### config.mk
export PLATFORM = sky130hd
export DESIGN_NAME = register_write_burst_coalescer_top
export DESIGN_NICKNAME = d
export VERILOG_FILES = /design/src/rtl/rwbc_pkg.sv /design/src/rtl/rwbc_fifo.sv /design/src/rtl/register_write_burst_coalescer_top.sv
export SDC_FILE = /design/constraint.sdc
export NUM_CORES = 1
export LEC_CHECK = 0
export BUFFER_PORTS_ARGS = -buffer_cell sky130_fd_sc_hd__buf_2
export CORE_MARGIN = 3
export CORE_UTILIZATION = 45
export DETAILED_ROUTE_END_ITERATION = 6
export PLACE_DENSITY_LB_ADDON = 0.3
export SLEW_MARGIN = 40
export SYNTH_ARGS = -nofsm -noshare
export SYNTH_HDL_FRONTEND = slang
export SYNTH_SLANG_ARGS = --single-unit
export TNS_END_PERCENT = 10
### constraint.sdc
create_clock -name clk_i -period 8.58 [get_ports clk_i]
set_input_delay 2.145 -clock clk_i [delete_from_list [all_inputs] [get_ports clk_i]]
set_output_delay 2.145 -clock clk_i [all_outputs]
set_load 0.03 [all_outputs]
### src/rtl/rwbc_pkg.sv
package rwbc_pkg;

  localparam int unsigned AddrW     = 16;
  localparam int unsigned ByteW     = 8;
  localparam int unsigned LenW      = 3;
  localparam int unsigned MaxBytes  = 7;
  localparam int unsigned DataW     = MaxBytes * ByteW;

  // longest burst, 1..7
  localparam logic [LenW-1:0] MaxBurst = LenW'(7);

  // result queue depth, at least 2
  localparam int unsigned FifoDepth = 4;

  typedef struct packed {
    logic [AddrW-1:0] addr;
    logic [DataW-1:0] bytes;
    logic [LenW-1:0]  len;
    logic             last;
  } burst_t;

  // up to two bursts pushed per accepted beat
  typedef struct packed {
    logic [1:0] cnt;
    burst_t     first;
    burst_t     second;
  } push_t;

endpackage

### src/rtl/rwbc_fifo.sv
module rwbc_fifo #(
  parameter int unsigned Depth = rwbc_pkg::FifoDepth
) (
  input  logic                clk_i,
  input  logic                rst_ni,
  input  rwbc_pkg::push_t     push_i,
  output logic                room2_o,
  output logic                valid_o,
  input  logic                ready_i,
  output rwbc_pkg::burst_t    data_o
);

  localparam int unsigned PtrW = (Depth > 1) ? $clog2(Depth) : 1;
  localparam int unsigned CntW = $clog2(Depth + 1);

  rwbc_pkg::burst_t mem_q [Depth];

  logic [PtrW-1:0] wr_ptr_q, wr_ptr_d, wr_ptr_1, rd_ptr_q, rd_ptr_d;
  logic [CntW-1:0] count_q, count_d;
  logic            pop;

  function automatic logic [PtrW-1:0] ptr_inc(input logic [PtrW-1:0] p);
    ptr_inc = (p == PtrW'(Depth - 1)) ? '0 : p + PtrW'(1);
  endfunction

  assign pop      = valid_o && ready_i;
  assign wr_ptr_1 = ptr_inc(wr_ptr_q);

  always_comb begin
    wr_ptr_d = wr_ptr_q;
    if (push_i.cnt == 2'd1) begin
      wr_ptr_d = wr_ptr_1;
    end else if (push_i.cnt == 2'd2) begin
      wr_ptr_d = ptr_inc(wr_ptr_1);
    end
    rd_ptr_d = pop ? ptr_inc(rd_ptr_q) : rd_ptr_q;
    count_d  = count_q + CntW'(push_i.cnt) - CntW'(pop);
  end

  always_ff @(posedge clk_i or negedge rst_ni) begin
    if (!rst_ni) begin
      wr_ptr_q <= '0;
      rd_ptr_q <= '0;
      count_q  <= '0;
    end else begin
      wr_ptr_q <= wr_ptr_d;
      rd_ptr_q <= rd_ptr_d;
      count_q  <= count_d;
    end
  end

  always_ff @(posedge clk_i) begin
    if (push_i.cnt != 2'd0) begin
      mem_q[wr_ptr_q] <= push_i.first;
    end
    if (push_i.cnt == 2'd2) begin
      mem_q[wr_ptr_1] <= push_i.second;
    end
  end

  assign valid_o = (count_q != '0);
  assign data_o  = mem_q[rd_ptr_q];
  assign room2_o = (count_q <= CntW'(Depth - 2));

endmodule

### src/rtl/register_write_burst_coalescer_top.sv
// Merges single-byte register writes with consecutive addresses into bursts of up to seven
// bytes (start address, bytes packed first byte lowest, length). One write is accepted per
// cycle; each beat is compared against the open run and appended or closes it in the same
// cycle, and the finished bursts go into a small result queue (FIFO_DEPTH entries) that
// drains one burst per cycle while out_ready_i is high. A write marked final flushes the
// run, so it may push two bursts; the input stalls only while the queue has fewer than
// two free entries. Closed bursts are registered and leave the queue in order.
module register_write_burst_coalescer_top #(
  parameter int unsigned FIFO_DEPTH = rwbc_pkg::FifoDepth
) (
  input  logic                          clk_i,
  input  logic                          rst_ni,
  input  logic                          in_valid_i,
  output logic                          in_ready_o,
  input  logic [rwbc_pkg::AddrW-1:0]    write_addr_i,
  input  logic [rwbc_pkg::ByteW-1:0]    write_byte_i,
  input  logic                          final_write_i,
  output logic                          out_valid_o,
  input  logic                          out_ready_i,
  output logic [rwbc_pkg::AddrW-1:0]    burst_addr_o,
  output logic [rwbc_pkg::DataW-1:0]    burst_bytes_o,
  output logic [rwbc_pkg::LenW-1:0]     burst_len_o,
  output logic                          final_burst_o
);

  logic [rwbc_pkg::AddrW-1:0] run_start_q, run_start_d;
  logic [rwbc_pkg::LenW-1:0]  run_len_q, run_len_d;
  logic [rwbc_pkg::DataW-1:0] run_data_q, run_data_d;
  logic                       run_open_q, run_open_d;

  logic                       accept, contig, closing;
  logic [rwbc_pkg::AddrW:0]   next_addr;
  rwbc_pkg::burst_t           closed_burst, final_b, out_b;
  rwbc_pkg::push_t            push;

  assign accept    = in_valid_i && in_ready_o;
  // no wrap: a run ending at the top address is never continued at zero
  assign next_addr = {1'b0, run_start_q} + (rwbc_pkg::AddrW + 1)'(run_len_q);
  assign contig    = ({1'b0, write_addr_i} == next_addr) && (run_len_q < rwbc_pkg::MaxBurst);
  assign closing   = run_open_q && !contig;

  always_comb begin
    run_start_d = run_start_q;
    run_len_d   = run_len_q;
    run_data_d  = run_data_q;
    run_open_d  = run_open_q;
    if (!run_open_q || !contig) begin
      run_start_d = write_addr_i;
      run_len_d   = rwbc_pkg::LenW'(1);
      run_data_d  = rwbc_pkg::DataW'(write_byte_i);
      run_open_d  = 1'b1;
    end else begin
      run_data_d = run_data_q
                 | (rwbc_pkg::DataW'(write_byte_i) << {run_len_q, 3'b000});
      run_len_d  = run_len_q + rwbc_pkg::LenW'(1);
    end

    closed_burst = '{addr: run_start_q, bytes: run_data_q, len: run_len_q, last: 1'b0};
    final_b      = '{addr: run_start_d, bytes: run_data_d, len: run_len_d, last: 1'b1};

    if (final_write_i) begin
      run_open_d = 1'b0;
      run_len_d  = '0;
    end

    push.first  = closing ? closed_burst : final_b;
    push.second = final_b;
    push.cnt    = 2'd0;
    if (accept) begin
      push.cnt = 2'({1'b0, closing} + {1'b0, final_write_i});
    end
  end

  always_ff @(posedge clk_i or negedge rst_ni) begin
    if (!rst_ni) begin
      run_start_q <= '0;
      run_len_q   <= '0;
      run_open_q  <= 1'b0;
    end else if (accept) begin
      run_start_q <= run_start_d;
      run_len_q   <= run_len_d;
      run_open_q  <= run_open_d;
    end
  end

  always_ff @(posedge clk_i) begin
    if (accept) begin
      run_data_q <= run_data_d;
    end
  end

  rwbc_fifo #(
    .Depth (FIFO_DEPTH)
  ) u_fifo (
    .clk_i   (clk_i),
    .rst_ni  (rst_ni),
    .push_i  (push),
    .room2_o (in_ready_o),
    .valid_o (out_valid_o),
    .ready_i (out_ready_i),
    .data_o  (out_b)
  );

  assign burst_addr_o  = out_b.addr;
  assign burst_bytes_o = out_b.bytes;
  assign burst_len_o   = out_b.len;
  assign final_burst_o = out_b.last;

  a_len_range: assert property (@(posedge clk_i) disable iff (!rst_ni)
    out_valid_o |-> (burst_len_o != '0) && (burst_len_o <= rwbc_pkg::MaxBurst))
    else $error("burst length out of range");

  a_run_len: assert property (@(posedge clk_i) disable iff (!rst_ni)
    (run_open_q == (run_len_q != '0)))
    else $error("run length disagrees with open flag");

  a_final_closes: assert property (@(posedge clk_i) disable iff (!rst_ni)
    (accept && final_write_i) |=> !run_open_q && out_valid_o)
    else $error("final write did not flush the run");

endmodule
# ---- Word level (Yosys, flattened, before mapping)
# Memory sizes are Yosys's and may differ from the RTL's.
# Index checks and enable logic that the tools add are counted.
dict set report totals {
  output_inout_bits 78
  wordCells 55
  ramBits 304
  mem_count 1
  input_bits 29
  regBits 83
}
# memory depth word_bits read_ports rd_clocked_by_memory_dff wr line_no
set mem_list {}
lappend mem_list {u_fifo.mem_q 4 76 1 0 2 rwbc_fifo.sv:16} ;# rwbc_pkg::burst_t mem_q [Depth];
dict set report op_classes {
  n_bitwise 1
  eq_ne 6
  order_cmp 2
  n_mux 17
  shifts 1
  reduce_logical 12
  n_addsub 8
}
# operator count
set op_table {}
lappend op_table {{$mux W76} 1}
lappend op_table {{$mux W56} 1}
lappend op_table {{$or A56 B56 Y56} 1}
lappend op_table {{$shl A8 B6 Y56} 1}
lappend op_table {{$add A16 B3 Y17} 1}
lappend op_table {{$eq A16 B17 Y1} 1}
lappend op_table {{$mux W16} 1}
lappend op_table {{$mux W2} 6}
lappend op_table {{$eq A2 B2 Y1 const B} 4}
lappend op_table {{$add A2 B1 Y2 const B} 3}
lappend op_table {{$mux W1} 6}
lappend op_table {{$mux W3} 2}
lappend op_table {{$reduce_bool A2 Y1} 3}
lappend op_table {{$logic_and A1 B1 Y1} 4}
lappend op_table {{$add A3 B1 Y3 const B} 1}
lappend op_table {{$add A3 B2 Y3} 1}
lappend op_table {{$le A3 B2 Y1 const B} 1}
lappend op_table {{$lt A3 B3 Y1 const B} 1}
lappend op_table {{$reduce_bool A3 Y1} 1}
lappend op_table {{$sub A3 B1 Y3} 1}
lappend op_table {{$add A1 B1 Y2} 1}
lappend op_table {{$eq A2 B1 Y1 const B} 1}
lappend op_table {{$logic_not A1 Y1} 2}
lappend op_table {{$reduce_and A2 Y1} 1}
lappend op_table {{$logic_or A1 B1 Y1} 1}

# ---- Depth between registers and ports, before layout
dict set report depth {
  ltp_word 10
  mapped_depth 21
  depth_no_buf 18
}

# ---- Hierarchy
# From an unflattened synthesis, not the netlist that was laid out.
dict set report hier_totals {
  cells_unflattened 1287
  hier_area_um2 20379.5
}
# mod seq_area_each_um2 cells_per_inst area_per_inst_um2 n_inst
set by_module_without_submodules {}
lappend by_module_without_submodules {rwbc_fifo 9303.9 793 15202.1 1}
lappend by_module_without_submodules {register_write_burst_coalescer_top 2182.1 494 5177.5 1}

# ---- Least setup slack after synthesis
# No wires, ideal clock.
dict set report synth_timing {
  path_kind {input-to-reg}
  from {in write_addr_i[6] (netlist name)}
  to {mem u_fifo.mem_q[1][52] (netlist name), data pin}
  path_slack_ns 0.266
  n_path_buf 3
  arrival_time_ns 8.162
  t_required_ns 8.427
  setup_ns 0.153
  cell_stages 18
  path_cell_list {xnor2_1 or3_1 a221oi_1 nand4_1 nor4_4 buf_2 nor2_1 ha_1 nand2_1 ha_1 clkbuf_1 and2_1 nor3b_1 nor2_1 inv_2 clkbuf_1 a41oi_1 nor2_1}
}
# element line_no
set synth_rtl {}
lappend synth_rtl {{start, declared} register_write_burst_coalescer_top.sv:15} ;# input logic [rwbc_pkg::AddrW-1:0] write_addr_i,
lappend synth_rtl {{end, declared} rwbc_fifo.sv:16}

==> flow_summary.yaml <==
logic_synthesis:
  synth_edf_count: 356
  async_reset_ff_frac: 0.0698
  yosysSeqAreaShare: 0.563
  ys_ff_latch: 387
  syn_area_um2: 20300
  synth_top_area_frac: 0.526
  synth_area_per_cell_um2: 12.3
  ys.flop_type: "edfxtp_1"
  synthXorXnorAreaFrac: 0.00973
  synthCells: 1657
  synth_compound_area_frac: 0.170
  synth_simple_gate_area_frac: 0.106
  synth_area_leader_cell: "edfxtp_1"
  synth.distinct_cells: 67
  synth_nets: 1708
  ys_warn_count: 0
  synthMuxAreaShare: 0.0964
  synthTopCellsByArea: "edfxtp_1, mux4_2, a41oi_1"
  synth_fa_ha_area_frac: 0.0143
  synth_top_family_by_area: "compound AO/OA/AOI/OAI gates"
clock_tree:
  cts_buffers: 42
  ctsHoldBuffers: 0
  worstSkewPairLatency_ps: 570
  ctsResizeCount: 0
  cts_buffer_depth: 3
  htree_levels: 2
  post_cts_buffers: 0
  root_buffer: "clkbuf_16"
  tritoncts: "yes"
  clk_pin_slew_ps: 50
  cts.sinks: 387
floorplan:
  die_x_um: 219
  core_area_um2: 44400
  die_h_um: 219
  initial_core_util: 0.458
  ios: 107
  dieArea_um2: 47700
  rows: 77
worst_setup_path:
  critPathMaxFanout: 51
  ff2ff_path_depth: 17
  arrival_ps: 6980
  end_kind: "register"
  startpoint_type: "input pin"
  path_class: "input pin to register"
  ff2ff_setup_slack_ps: 2350
  timing.rr.end: "u_fifo.mem_q[1][25]$_DFFE_PP_"
  required_ps: 8990
  timing.rr.start: "run_len_q[1]$_DFFE_PN0P_"
routing:
  drcViolationCount: 0
  avgRoutedWirePerCell_um: 24.5
  firstDrtPassIters: 5
  vias_per_cell: 6.48
  drt-total-wl_um: 56300
  initialDrtViolationCount: 1576
  ant_nets: 0
  vias: 14901
final_layout:
  area_growth_pct: 11.8
  stdcell_count: 2298
  diodes: 0
  nNetsFinal: 1731
  drive_above_1_share: 0.188
power_and_ir_drop:
  pwr_density_cell_nw_per_um2: 308
  vdd_drop_max_mv: 0.160
  p_leak_nw: 7.44
timing:
  slew_viol_final: 0
  setup_viol: 0
  fin_setup_tns_ps: 0
  fin_crit_ps: 6570
  skew_ps: 15.9
  hold_violations: 0
  max_freq_mhz: 152
  rsz0062_at_grt: "no"
  worstMarginPinSlew_ps: 866
  timing.final.crit_share: 0.766
  slew_headroom: 0.420
global_routing:
  grtUsageTotal: 0.235
  gr-total-overflow: 0
  antenna_found_initial: 0
  grt_first_pass_wirelength_um: 87000
  grt_pass1_vias: 14673
  grt_max_degree: 208
place:
  gp_congestion: 0.864
  dp_hpwl_um: 31900
  place_inst: 2227
  io_buffers: 106
worst_hold_path:
  hold_depth: 1
  min-delay-path-class: "register to register"
  hold_start: "u_fifo.count_q[2]$_DFF_PN0_"
  whs_endpoint: "u_fifo.count_q[2]$_DFF_PN0_"
flow_run:
  maxCapViolCount: 0
status:
  status: "finished clean"
==> where the power goes <==
group | total, mW | switching, mW | internal [mW]
registers | 2.68 | 0.278 | 2.40
clock network | 1.73 | 0.731 | 1.00
logic | 2.59 | 1.69 | 0.899
total | 7.00 | 2.70 | 4.30
==> final cells by class <==
type,count,area [um2]
clock buffers,58,1200
flip-flops and latches,387,11500
well taps,592,741
fillers,3798,21700
inverters,50,200
clock inverters,12,80.1
repair buffers,142,895
multi-input cells,1057,8140
==> per-stage QoR <==
stage                     utilization  area [um2]  worst slack [ps]  power, mW  hold WS [ps]
after global placement          0.480       21300              1620       5.26           477
after global routing            0.511       22700              1560       7.34           511
after detailed placement        0.482       21400              1490       5.31           478
after CTS                       0.511       22700              2060       7.05           493
after floorplan                     -       20300               266       4.53           450
final                           0.511       22700              2010       7.00           490
==> worst max-delay path: stages <==
cell and delay (ps):
buf_2 140, xor2_1 330, o311ai_1 160, a2111oi_0 410, o2bb2ai_1 260, nor4_4 210
nor2_1 190, ha_1 320, nand2_1 80, ha_1 350, and2_1 260, nor3b_1 500
nor2_1 220, inv_4 660, buf_12 350, a41oi_1 150, nor2_1 150
==> synthesized netlist by cell type, drive strengths merged (3+ instances only) <==
cell type / number
a22o: 8
nor4: 5
a2111oi: 9
a21boi: 3
a31o: 3
mux4: 76
nand3: 11
inv: 48
o2bb2ai: 46
and3b: 3
or4: 3
o22ai: 4
dfrtp: 27
a31oi: 76
nor3b: 6
nor2: 311
clkbuf: 135
o211ai: 44
o2111ai: 8
ha: 20
o221ai: 24
nor3: 32
o21ai: 10
a41oi: 144
and2: 53
a21oi: 39
nand2: 20
buf: 28
dfxtp: 4
nand3b: 4
a21o: 6
a311o: 8
nand2b: 3
or3: 5
edfxtp: 356
o31ai: 3
nand4b: 5
mux2: 21
nand4: 7
xnor2: 13
xor2: 7
==> cell usage in the layout (no fill, tap or decap), drive strengths merged, types with 8 or more instances in the layout <==
cell type | Yosys | routed
a2111oi | 9 | 9
a21oi | 39 | 39
a22o | 8 | 8
a311o | 8 | 8
a31oi | 76 | 76
a41oi | 144 | 144
and2 | 53 | 53
buf | 28 | 142
clkbuf | 135 | 58
clkinv | 2 | 13
dfrtp | 27 | 27
edfxtp | 356 | 356
ha | 20 | 20
inv | 48 | 47
mux2 | 21 | 21
mux4 | 76 | 76
nand2 | 20 | 20
nand3 | 11 | 11
nor2 | 311 | 311
nor3 | 32 | 32
o2111ai | 8 | 8
o211ai | 44 | 44
o21ai | 10 | 10
o221ai | 24 | 24
o2bb2ai | 46 | 46
xnor2 | 13 | 13
==> how the worst max path moves through the flow <==
| stage | start | end | slack, ps |
|---|---|---|---|
| finish | write_addr_i[5] | u_fifo.mem_q[1][25]$_DFFE_PP_ | 2010 |
| global route | write_addr_i[5] | u_fifo.mem_q[1][24]$_DFFE_PP_ | 1560 |
| CTS | write_addr_i[5] | u_fifo.mem_q[1][25]$_DFFE_PP_ | 2060 |
| detailed placement | write_addr_i[5] | u_fifo.mem_q[1][25]$_DFFE_PP_ | 1490 |
| global placement | write_addr_i[6] | u_fifo.mem_q[1][56]$_DFFE_PP_ | 1620 |
| floorplan | write_addr_i[6] | u_fifo.mem_q[1][52]$_DFFE_PP_ | 270 |
==> routing by layer <==
layer / up-vias / GRT usage / routed length, um
li1: 6652 / - / -
met1: 7465 / 0.322 / 23100
met2: 667 / 0.381 / 27000
met3: 117 / 0.0348 / 4480
met4: 0 / 0.0898 / 1670
met5: - / 0 / 0
==> sequential cells by signal (all words and copies together), names as in the netlist <==
name             count
run_data_q          56
u_fifo.rd_ptr_q      2
run_start_q         16
run_len_q            3
u_fifo.count_q       3
u_fifo.wr_ptr_q      2
run_open_q           1
u_fifo.mem_q       304
==> cells by family (layout without fill, tap and decap cells) <==
| group | count (synthesis) | in the layout |
|---|---|---|
| xor gates and xnor gates | 21 | 21 |
| muxes | 98 | 98 |
| buffers and inverters | 213 | 262 |
| AOI/OAI and AO/OA | 442 | 442 |
| and+or+nand+nor | 474 | 474 |
| DFF | 387 | 387 |
| adders and majority gates | 22 | 22 |
Power figures use the tool's default switching activity.
